## config.mk

```make
export PLATFORM = sky130hd
export DESIGN_NAME = coo_row_index_to_csr_row_pointer
export DESIGN_NICKNAME = d
export VERILOG_FILES = /design/src/rtl/coo2csr_pkg.sv /design/src/rtl/coo_row_index_to_csr_row_pointer.sv /design/src/rtl/coo2csr_front.sv /design/src/rtl/coo2csr_back.sv
export SDC_FILE = /design/constraint.sdc
export NUM_CORES = 1
export LEC_CHECK = 0
export ABC_AREA = 1
export BUFFER_PORTS_ARGS = -buffer_cell sky130_fd_sc_hd__buf_2
export CAP_MARGIN = 25
export CORE_UTILIZATION = 40
export CTS_CLUSTER_SIZE = 14
export DETAILED_ROUTE_END_ITERATION = 10
export GPL_TIMING_DRIVEN = 1
export PLACE_DENSITY_LB_ADDON = 0.2
export SLEW_MARGIN = 10
export SYNTH_ARGS = -nofsm -noshare
export SYNTH_HDL_FRONTEND = slang
export SYNTH_SLANG_ARGS = --single-unit
```

## constraint.sdc

```tcl
create_clock -name clk_i -period 5.25 [get_ports clk_i]
set_clock_uncertainty 0.15 [all_clocks]
set_input_delay 1.05 -clock clk_i [delete_from_list [all_inputs] [get_ports clk_i]]
set_output_delay 1.05 -clock clk_i [all_outputs]
set_load 0.05 [all_outputs]
```

## src/rtl/coo2csr_pkg.sv

```systemverilog
// Package for the COO row index to CSR row pointer converter.
// Holds field widths, limits, the command word passed from the front end
// to the sequencer, and its kind codes. No dependencies.
package coo2csr_pkg;

  localparam int unsigned RowW = 6;
  localparam int unsigned PosW = 7;
  localparam int unsigned CntW = 16;

  localparam int unsigned     MaxRows    = 63;
  localparam longint unsigned MaxEntries = 65535;

  localparam logic [RowW-1:0] RowsMax   = RowW'(MaxRows);
  localparam logic [RowW-1:0] RowsReset = (MaxRows < 63) ? RowW'(MaxRows) : 6'd63;
  localparam logic [CntW-1:0] CountCap  =
      (MaxEntries < 64'd65535) ? CntW'(MaxEntries) : 16'hFFFF;

  typedef enum logic [1:0] {
    CMD_ENTRY = 2'd0,
    CMD_ERROR = 2'd1,
    CMD_EMPTY = 2'd2
  } cmd_kind_e;

  typedef struct packed {
    cmd_kind_e       kind;
    logic [RowW-1:0] row;
    logic            last;
  } cmd_t;

endpackage

```

## src/rtl/coo_row_index_to_csr_row_pointer.sv

```systemverilog
// Top level of the COO row index to CSR row pointer converter.
// Holds the row count register and joins the front end and the sequencer.
// Depends on coo2csr_pkg, coo2csr_front and coo2csr_back.
//
//   Channel  Direction  Handshake            Word
//   in       input      in_valid/in_stall    row_index, last_entry, empty_set
//   out      output     out_valid/out_stall  position, pointer_value, last_output, row_error
//   cfg      input      cfg_valid/cfg_ready  num_rows
//
// The sequencer emits one pointer position per cycle while the output is not
// stalled; an entry is dequeued, emits one word per position it covers and then closes.
// An out-of-range entry emits one error word; an empty set emits num_rows plus one words.
// Reset clears the position and count and sets num_rows to its maximum.
// A two-word queue lets the input side run ahead while the output stalls.
module coo_row_index_to_csr_row_pointer import coo2csr_pkg::*; (
  input  logic            clk_i,
  input  logic            rst_ni,
  input  logic            in_valid_i,
  output logic            in_stall_o,
  input  logic [RowW-1:0] row_index_i,
  input  logic            last_entry_i,
  input  logic            empty_set_i,
  output logic            out_valid_o,
  input  logic            out_stall_i,
  output logic [PosW-1:0] position_o,
  output logic [CntW-1:0] pointer_value_o,
  output logic            last_output_o,
  output logic            row_error_o,
  input  logic            cfg_valid_i,
  output logic            cfg_ready_o,
  input  logic [RowW-1:0] cfg_num_rows_i
);

  logic [RowW-1:0] num_rows_q, num_rows_d;
  logic            cmd_valid;
  cmd_t            cmd;
  logic            cmd_pop;

  assign cfg_ready_o = 1'b1;

  always_comb begin
    num_rows_d = num_rows_q;
    if (cfg_valid_i) begin
      num_rows_d = (cfg_num_rows_i > RowsMax) ? RowsMax : cfg_num_rows_i;
    end
  end

  always_ff @(posedge clk_i or negedge rst_ni) begin
    if (!rst_ni) begin
      num_rows_q <= RowsReset;
    end else begin
      num_rows_q <= num_rows_d;
    end
  end

  coo2csr_front u_front (
    .clk_i        (clk_i),
    .rst_ni       (rst_ni),
    .in_valid_i   (in_valid_i),
    .in_stall_o   (in_stall_o),
    .row_index_i  (row_index_i),
    .last_entry_i (last_entry_i),
    .empty_set_i  (empty_set_i),
    .num_rows_i   (num_rows_q),
    .cmd_valid_o  (cmd_valid),
    .cmd_o        (cmd),
    .cmd_pop_i    (cmd_pop)
  );

  coo2csr_back u_back (
    .clk_i           (clk_i),
    .rst_ni          (rst_ni),
    .num_rows_i      (num_rows_q),
    .cmd_valid_i     (cmd_valid),
    .cmd_i           (cmd),
    .cmd_pop_o       (cmd_pop),
    .out_valid_o     (out_valid_o),
    .out_stall_i     (out_stall_i),
    .position_o      (position_o),
    .pointer_value_o (pointer_value_o),
    .last_output_o   (last_output_o),
    .row_error_o     (row_error_o)
  );

endmodule

```

## src/rtl/coo2csr_front.sv

```systemverilog
// Front end of the converter: accepts input words, classifies them into
// commands against the row count and queues them in a two-entry buffer.
// Depends on coo2csr_pkg.
module coo2csr_front import coo2csr_pkg::*; (
  input  logic            clk_i,
  input  logic            rst_ni,
  input  logic            in_valid_i,
  output logic            in_stall_o,
  input  logic [RowW-1:0] row_index_i,
  input  logic            last_entry_i,
  input  logic            empty_set_i,
  input  logic [RowW-1:0] num_rows_i,
  output logic            cmd_valid_o,
  output cmd_t            cmd_o,
  input  logic            cmd_pop_i
);

  cmd_t       fifo_q [2];
  logic       wr_ptr_q, wr_ptr_d;
  logic       rd_ptr_q, rd_ptr_d;
  logic [1:0] cnt_q, cnt_d;
  logic       full;
  logic       push;
  logic       pop;
  cmd_t       cmd_new;

  assign full = (cnt_q == 2'd2);
  assign push = in_valid_i && !full;
  assign pop  = cmd_pop_i && (cnt_q != 2'd0);

  always_comb begin
    cmd_new.row  = row_index_i;
    cmd_new.last = last_entry_i;
    if (empty_set_i) begin
      cmd_new.kind = CMD_EMPTY;
    end else if (row_index_i >= num_rows_i) begin
      cmd_new.kind = CMD_ERROR;
    end else begin
      cmd_new.kind = CMD_ENTRY;
    end
  end

  always_comb begin
    wr_ptr_d = push ? ~wr_ptr_q : wr_ptr_q;
    rd_ptr_d = pop ? ~rd_ptr_q : rd_ptr_q;
    cnt_d    = cnt_q;
    if (push && !pop) begin
      cnt_d = cnt_q + 2'd1;
    end else if (pop && !push) begin
      cnt_d = cnt_q - 2'd1;
    end
  end

  always_ff @(posedge clk_i or negedge rst_ni) begin
    if (!rst_ni) begin
      wr_ptr_q <= 1'b0;
      rd_ptr_q <= 1'b0;
      cnt_q    <= 2'd0;
    end else begin
      wr_ptr_q <= wr_ptr_d;
      rd_ptr_q <= rd_ptr_d;
      cnt_q    <= cnt_d;
    end
  end

  always_ff @(posedge clk_i) begin
    if (push) begin
      fifo_q[wr_ptr_q] <= cmd_new;
    end
  end

  assign in_stall_o  = full;
  assign cmd_valid_o = (cnt_q != 2'd0);
  assign cmd_o       = fifo_q[rd_ptr_q];

endmodule

```

## src/rtl/coo2csr_back.sv

```systemverilog
// Back end of the converter: a sequencer that walks the row-pointer
// positions one per cycle while the output is not stalled, and drives the registered output word.
// Depends on coo2csr_pkg.
module coo2csr_back import coo2csr_pkg::*; (
  input  logic            clk_i,
  input  logic            rst_ni,
  input  logic [RowW-1:0] num_rows_i,
  input  logic            cmd_valid_i,
  input  cmd_t            cmd_i,
  output logic            cmd_pop_o,
  output logic            out_valid_o,
  input  logic            out_stall_i,
  output logic [PosW-1:0] position_o,
  output logic [CntW-1:0] pointer_value_o,
  output logic            last_output_o,
  output logic            row_error_o
);

  typedef enum logic [3:0] {
    ST_IDLE = 4'b0001,
    ST_HEAD = 4'b0010,
    ST_TAIL = 4'b0100,
    ST_ERR  = 4'b1000
  } state_e;

  state_e          state_q, state_d;
  cmd_t            cmd_q, cmd_d;
  logic [PosW-1:0] next_pos_q, next_pos_d;
  logic [CntW-1:0] count_q, count_d;
  logic            out_valid_q, out_valid_d;
  logic [PosW-1:0] out_pos_q;
  logic [CntW-1:0] out_val_q;
  logic            out_last_q;
  logic            out_err_q;
  logic            emit_ok;
  logic            emit;
  logic [PosW-1:0] emit_pos;
  logic [CntW-1:0] emit_val;
  logic            emit_last;
  logic            emit_err;
  logic [PosW-1:0] rows_ext;
  logic [PosW-1:0] row_ext;

  assign emit_ok  = !out_valid_q || !out_stall_i;
  assign rows_ext = {1'b0, num_rows_i};
  assign row_ext  = {1'b0, cmd_q.row};

  always_comb begin
    state_d    = state_q;
    cmd_d      = cmd_q;
    next_pos_d = next_pos_q;
    count_d    = count_q;
    cmd_pop_o  = 1'b0;
    emit       = 1'b0;
    emit_pos   = next_pos_q;
    emit_val   = count_q;
    emit_last  = 1'b0;
    emit_err   = 1'b0;
    case (state_q)
      ST_IDLE: begin
        if (cmd_valid_i) begin
          cmd_pop_o = 1'b1;
          cmd_d     = cmd_i;
          case (cmd_i.kind)
            CMD_ENTRY: state_d = ST_HEAD;
            CMD_ERROR: state_d = ST_ERR;
            CMD_EMPTY: begin
              next_pos_d = '0;
              count_d    = '0;
              state_d    = ST_TAIL;
            end
            default: state_d = ST_IDLE;
          endcase
        end
      end
      ST_HEAD: begin
        if (next_pos_q <= row_ext) begin
          if (emit_ok) begin
            emit       = 1'b1;
            next_pos_d = next_pos_q + 7'd1;
          end
        end else begin
          if (count_q < CountCap) begin
            count_d = count_q + 16'd1;
          end
          state_d = cmd_q.last ? ST_TAIL : ST_IDLE;
        end
      end
      ST_TAIL: begin
        if (next_pos_q > rows_ext) begin
          next_pos_d = '0;
          count_d    = '0;
          state_d    = ST_IDLE;
        end else if (emit_ok) begin
          emit       = 1'b1;
          emit_last  = (next_pos_q == rows_ext);
          next_pos_d = next_pos_q + 7'd1;
          if (emit_last) begin
            next_pos_d = '0;
            count_d    = '0;
            state_d    = ST_IDLE;
          end
        end
      end
      ST_ERR: begin
        if (emit_ok) begin
          emit     = 1'b1;
          emit_err = 1'b1;
          if (cmd_q.last) begin
            next_pos_d = '0;
            count_d    = '0;
          end
          state_d = ST_IDLE;
        end
      end
      default: state_d = ST_IDLE;
    endcase
  end

  always_comb begin
    out_valid_d = out_valid_q;
    if (emit) begin
      out_valid_d = 1'b1;
    end else if (!out_stall_i) begin
      out_valid_d = 1'b0;
    end
  end

  always_ff @(posedge clk_i or negedge rst_ni) begin
    if (!rst_ni) begin
      state_q     <= ST_IDLE;
      next_pos_q  <= '0;
      count_q     <= '0;
      out_valid_q <= 1'b0;
    end else begin
      state_q     <= state_d;
      next_pos_q  <= next_pos_d;
      count_q     <= count_d;
      out_valid_q <= out_valid_d;
    end
  end

  always_ff @(posedge clk_i) begin
    cmd_q <= cmd_d;
    if (emit) begin
      out_pos_q  <= emit_pos;
      out_val_q  <= emit_val;
      out_last_q <= emit_last;
      out_err_q  <= emit_err;
    end
  end

  assign out_valid_o     = out_valid_q;
  assign position_o      = out_pos_q;
  assign pointer_value_o = out_val_q;
  assign last_output_o   = out_last_q;
  assign row_error_o     = out_err_q;

`ifndef SYNTHESIS
  a_pos_bound: assert property (@(posedge clk_i) disable iff (!rst_ni)
    next_pos_q <= 7'd64)
    else $error("Next position ran past the pointer array.");

  a_count_cap: assert property (@(posedge clk_i) disable iff (!rst_ni)
    count_q <= CountCap)
    else $error("Entry count exceeded its cap.");

  a_last_no_err: assert property (@(posedge clk_i) disable iff (!rst_ni)
    out_valid_q && out_last_q |-> !out_err_q)
    else $error("Final position word flagged as an error.");

  a_head_in_range: assert property (@(posedge clk_i) disable iff (!rst_ni)
    (state_q == ST_HEAD) && emit |-> next_pos_q <= row_ext)
    else $error("Head run emitted a position beyond the entry row.");

  a_tail_clears: assert property (@(posedge clk_i) disable iff (!rst_ni)
    (state_q == ST_TAIL) && emit && emit_last |=> next_pos_q == '0 && count_q == '0)
    else $error("State not cleared after the final position.");
`endif

endmodule

```

## Word level (Yosys, flattened, before mapping)

Memories as Yosys holds them, arrays and structs flattened.
Cells that the tools add are included.

| storage, ports and cells | value |
|---|---|
| memories | 1 |
| word-level logic and storage cells | 110 |
| register bits after elaboration | 70 |
| output and inout bits | 28 |
| bits in writable memories | 18 |
| bits of input ports | 19 |

| operators by class | value |
|---|---|
| bitwise operators | 4 |
| add/subtract/negate cells | 4 |
| reductions and logical operators | 19 |
| equal/unequal tests | 19 |
| magnitude comparators | 5 |
| muxes and demuxes | 44 |

Memory list:

| memory | words | width | rd ports | clocked after memory_dff | write ports | line | source |
|---|---|---|---|---|---|---|---|
| u_front.fifo_q | 2 | 9 | 1 | 0 | 1 | coo2csr_front.sv:18 | `cmd_t fifo_q [2];` |

Operator list:

| operator | number |
|---|---|
| two-way mux 16 bit | 9 |
| case mux 16 bit (4 select lines) | 1 |
| two-way mux 7 bit | 9 |
| case mux 7 bit (4 select lines) | 1 |
| two-way mux 4 bit | 6 |
| adder 16 x 1 -> 16 bit (second input constant) | 1 |
| < comparator 16 bit (second input constant) | 1 |
| case mux 4 bit (4 select lines) | 1 |
| != test 2 x 1 -> 1 bit (second input constant) | 6 |
| case mux 4 bit (3 select lines) | 1 |
| two-way mux 1 bit | 10 |
| AND reduction 9 bit | 1 |
| AND reduction 8 bit | 1 |
| adder 7 x 1 -> 7 bit (second input constant) | 1 |
| == test 7 x 6 -> 1 bit | 1 |
| > comparator 7 x 6 -> 1 bit | 1 |
| less-or-equal comparator 7 x 6 -> 1 bit | 1 |
| greater-or-equal comparator 6 bit | 1 |
| > comparator 6 bit (second input constant) | 1 |
| two-way mux 2 bit | 3 |
| two-way mux 6 bit | 1 |
| != test 2 bit (second input constant) | 3 |
| != test 3 x 1 -> 1 bit (second input constant) | 2 |
| zero test 1 bit | 5 |
| 19 further kinds | 27 |

## Logic depth before layout (Yosys ltp)

| logic depth | value |
|---|---|
| word-level depth | 7 |
| gate-level depth with buffers | 13 |
| mapped depth without buffers | 12 |

## Modules after synthesis

A second synthesis with hierarchy kept.

| unflattened totals | value |
|---|---|
| cell total of the unflattened synthesis | 541 |
| area total of the unflattened synthesis | 4,740.8 µm² |

Modules (own cells, without submodules):

| module | seq. area each (µm²) | cells an instance | times used | area each (µm²) |
|---|---|---|---|---|
| coo2csr_back | 1,662.8 | 413 | 1 | 3,482.1 |
| coo2csr_front | 640.6 | 101 | 1 | 1,018.5 |
| coo_row_index_to_csr_row_pointer | 157.7 | 27 | 1 | 240.2 |

## Worst setup path before layout

No wires, ideal clock.

| path | value |
|---|---|
| path type | input -> register |
| from | in out_stall_i |
| to | reg u_back.out_last_q (netlist: u_back.last_output_o) (enable) |
| slack | 1.543 ns |
| buffers on the path | 0 |
| stages on the path | 3 |
| library setup time | 0.442 ns |
| required time | 4.658 ns |
| data arrival time | 3.115 ns |
| cells stage by stage | nand2_1 inv_1 o21ai_0 |

| on the way | value |
|---|---|
| cells in the longest elaborated chain, start to end | 5 |
| elaborated cells on any way between the ends | 6 |
| those cells by class | mux: 4; reduce/logical: 2 |

Ends and longest elaborated chain:

| element | line | source |
|---|---|---|
| from (decl) | coo_row_index_to_csr_row_pointer.sv:24 | `input logic out_stall_i,` |
| zero test 1 bit * | coo2csr_back.sv:44 | `assign emit_ok = !out_valid_q \|\| !out_stall_i;` |
| logical OR 1 bit * | coo2csr_back.sv:44 |  |
| two-way mux 1 bit * | coo2csr_back.sv:78, coo2csr_back.sv:94, coo2csr_back.sv:106 |  |
| two-way mux 1 bit (on tied branches) | coo2csr_back.sv:90, coo2csr_back.sv:77 |  |
| case mux 1 bit (3 select lines) * | coo2csr_back.sv:59 | `case (state_q)` |
| via u_back.emit | coo2csr_back.sv:36 | `logic emit;` |
| to (signal assigned) | coo2csr_back.sv:148 | `out_last_q <= emit_last;` |
| to (decl) | coo2csr_back.sv:33 | `logic out_last_q;` |

Mark *: on every way through the listed nets, which the timed path passes. The rest lies on a longest branch.
A chain may end at the register's enable or synchronous reset.

## Final worst setup path

| path | value |
|---|---|
| from | reg num_rows_q[4] |
| to | reg u_back.out_val_q[5] (netlist: u_back.pointer_value_o[5]) (enable) |

| on the way | value |
|---|---|
| cells in the longest elaborated chain, start to end | 3 |

Ends and longest elaborated chain:

| element | line | source |
|---|---|---|
| from (decl) | coo_row_index_to_csr_row_pointer.sv:34 | `logic [RowW-1:0] num_rows_q, num_rows_d;` |
| from (signal assigned) | coo_row_index_to_csr_row_pointer.sv:50 | `num_rows_q <= RowsReset;` |
| from (signal assigned) | coo_row_index_to_csr_row_pointer.sv:52 | `num_rows_q <= num_rows_d;` |
| > comparator 7 x 6 -> 1 bit | coo2csr_back.sv:90 | `if (next_pos_q > rows_ext) begin` |
| two-way mux 1 bit | coo2csr_back.sv:90 |  |
| case mux 1 bit (3 select lines) | coo2csr_back.sv:59 |  |
| via u_back.emit | coo2csr_back.sv:36 |  |
| to (signal assigned) | coo2csr_back.sv:147 | `out_val_q <= emit_val;` |
| to (decl) | coo2csr_back.sv:32 | `logic [CntW-1:0] out_val_q;` |

The timed path passes the listed nets, and every way through them passes these cells.

==> flow_summary.toml <==
[cells_and_area]
fill_cells = 1109
final_cell_area_um2 = 5380
n_antenna_cell = 0
final_common_cell = "nand2_1"
layout-drive-gt1-share = 0.197
layout_common_cells = "nand2_1, edfxtp_1, nor2_1, inv_1, buf_2"
final_net_count = 614
area_growth_pct = 12.9

[logic_synthesis]
ys_warn_count = 0
synth_cells = 527
synth_edf_count = 50
yosysTopAreaCellShare = 0.315
yosysSeqAreaShare = 0.517
syn_nets = 567
syn_avg_cell_area_um2 = 9.04
synth_top_cell_by_area = "edfxtp_1"
async_flop_share = 0.432
syn_area_um2 = 4760
synth_area_leaders = "edfxtp_1, dfrtp_1, nand2_1"
ys_types = 41
synthFlopType = "edfxtp_1"
synth_seq_cells = 88

[cts]
ctsHoldBuffers = 0
cts-resized-gates = 0
cts_max_level = 3
cts.sinks = 88
cts_setup_buffers = 0
cts-buffers-inserted = 9
cts_tree = "done"
clock-root-buffer = "clkbuf_16"
clock_path_buffers = 2
clock_latency_ns = 0.34
clk_pin_slew_ns = 0.06

[drt]
vias = 3562
drt-initial-drc-count = 184
dr.pass1.iters = 7
routed_wl_um = 9560
wl_per_cell_um = 13.2
vias_per_cell = 4.93
final_antenna_net_count = 0
drc = 10

[die]
die_area_um2 = 12300
core_area_um2 = 11500
ioPinCount = 47
rows = 39
start_util = 0.414
die_w_um = 111
die-height_um = 111

[timing]
worstMarginPinSlew_ns = 0.905
finalHoldViolations = 0
rsz0062_at_grt = "no"
timing.hold.ws_ns = 0.357
setup_violations = 0
tns_ns = 0
slew-limit-headroom = 0.397
setup_slack_ns = 2.59
fin_crit_sh = 0.506
fmax_mhz = 376
final_max_slew_viol_count = 0
min_period_ns = 2.66

[setup_path]
cp_max_fo = 19
cpPeakStageDelay_ns = 0.51
crit_chain = "inv_1 -> ha_1 -> nand2_1 -> nor2_4 -> nand3b_1 -> nand2_4 -> nand2_1 -> nand2_1 -> nand3_1 -> o21ai_2 -> buf_4"
crit_path_frequent_cell = "nand2_1"
required_ns = 5.13
start_kind = "flip-flop"
crit_path_end_kind = "flip-flop"
critPathTopFamily = "simple AND/OR/NAND/NOR gates"
path_buf_inv = 2
crit_path_top_delay_cell = "dfstp_2"
crit_arrival_ns = 2.53
critical_path_class = "reg2reg"

[grt]
antenna_found_initial = 0
grt_pass1_vias = 3360
grt_pass1_wl_um = 16400
grt-ovfl-total = 0
grt.total_usage = 0.170
grt_max_degree = 39

[placed_design]
place_congestion = 0.779
io_buffers = 45
dpl-instance-area_um2 = 5100
dp_worst_setup_slack_ns = 2.53
dp_hpwl_um = 6680

[pwr]
power_leakage_nw = 2.47
power.density_nw_per_um2 = 451
ir_worst_vdd_mv = 0.304

[flow_run]
cap_violations = 0

[status]
status = "complete, but fails checks"
violations = "DRC"

[worst_hold_path]
hp-class = "reg2reg"
-- worst paths after layout --
check,from,end,slack (ns),depth (start not counted)
min reg2reg,u_back.count_q[3]$_DFFE_PN0P_,u_back.pointer_value_o[3]$_DFFE_PP_,0.36,0
max in group asynchronous,rst_ni,u_back.emit_pos[6]$_DFFE_PN0P_,3.70,1
max,num_rows_q[4]$_DFFE_PN1P_,u_back.pointer_value_o[5]$_DFFE_PP_,2.59,11
min in group asynchronous,rst_ni,u_back.count_q[7]$_DFFE_PN0P_,0.69,1
min,u_back.count_q[3]$_DFFE_PN0P_,u_back.pointer_value_o[3]$_DFFE_PP_,0.36,0
max reg2reg,num_rows_q[4]$_DFFE_PN1P_,u_back.pointer_value_o[5]$_DFFE_PP_,2.59,11
-- final cells by class --
type / count / area (um2) / area share
flip-flops and latches: 88 / 2460 / 0.458
multi-input cells: 372 / 2020 / 0.375
clock buffers: 11 / 243 / 0.0451
repair buffers: 46 / 233 / 0.0433
inverters: 57 / 214 / 0.0398
well taps: 143 / 179 / 0.0333
clock inverters: 5 / 31.3 / 0.00582
-- synthesized netlist by cell type, drive strengths merged, types with 2 or more instances --
library cell	number
dfrtp	31
ha	21
dfstp	7
o21ai	16
nand4	27
a21oi	17
edfxtp	50
clkbuf	2
nand3b	4
nand3	31
inv	57
xor2	3
nor3	2
buf	8
o21bai	2
or2	3
nand2	178
nor2	59
xnor2	2
-- metrics by stage --
| stage | util | instances | power, W |
|---|---|---|---|
| final | 0.467 | 722 | 0.00243 |
| after detailed placement | 0.443 | 706 | 0.00186 |
| after global routing | 0.467 | 722 | 0.00259 |
| after CTS | 0.467 | 722 | 0.00246 |
| after global placement | 0.443 | 706 | 0.00184 |
| after floorplan | - | 527 | 0.00169 |
-- logic make-up (layout without fill, tap and decap cells) --
family                   Yosys count  after routing  synth area share
AND/OR/NAND/NOR                  305            305             0.305
flip-flops                        88             88             0.517
buffers and inverters             67            119            0.0607
AO/OA/AOI/OAI                     39             39            0.0496
adder cells (fa/ha/maj)           21             21            0.0552
XOR/XNOR                           5              5           0.00920
other                              1              1          0.000787
multiplexers                       1              1           0.00236
-- metal layers --
metal	vias to the layer above	GRT usage	part of all wire
li1	1835	-	-
met1	1635	0.227	0.48
met2	83	0.263	0.45
met3	9	0.0421	0.058
met4	0	0.0748	0.014
met5	-	0	0
-- registers in the layout, summed over array words and instances (netlist names) --
signal and cells:
u_back.cmd_q 7, num_rows_q 6, u_back.last_output_o 1, u_front.cnt_q 2
u_back.pointer_value_o 16, u_back.row_error_o 1, u_front.wr_ptr_q 1, u_front.rd_ptr_q 1
u_front.fifo_q 18, u_back.emit_pos 7, u_back.state_q 4, u_back.count_q 16
u_back.out_valid_o 1, u_back.position_o 7
-- power by group --
group          leakage [nW]  internal [W]  switching, W
Combinational          1.36      0.000229      0.000611
Clock                 0.127      0.000332      0.000262
Sequential            0.985      0.000922     0.0000707
(Power assumes the default switching activity.)
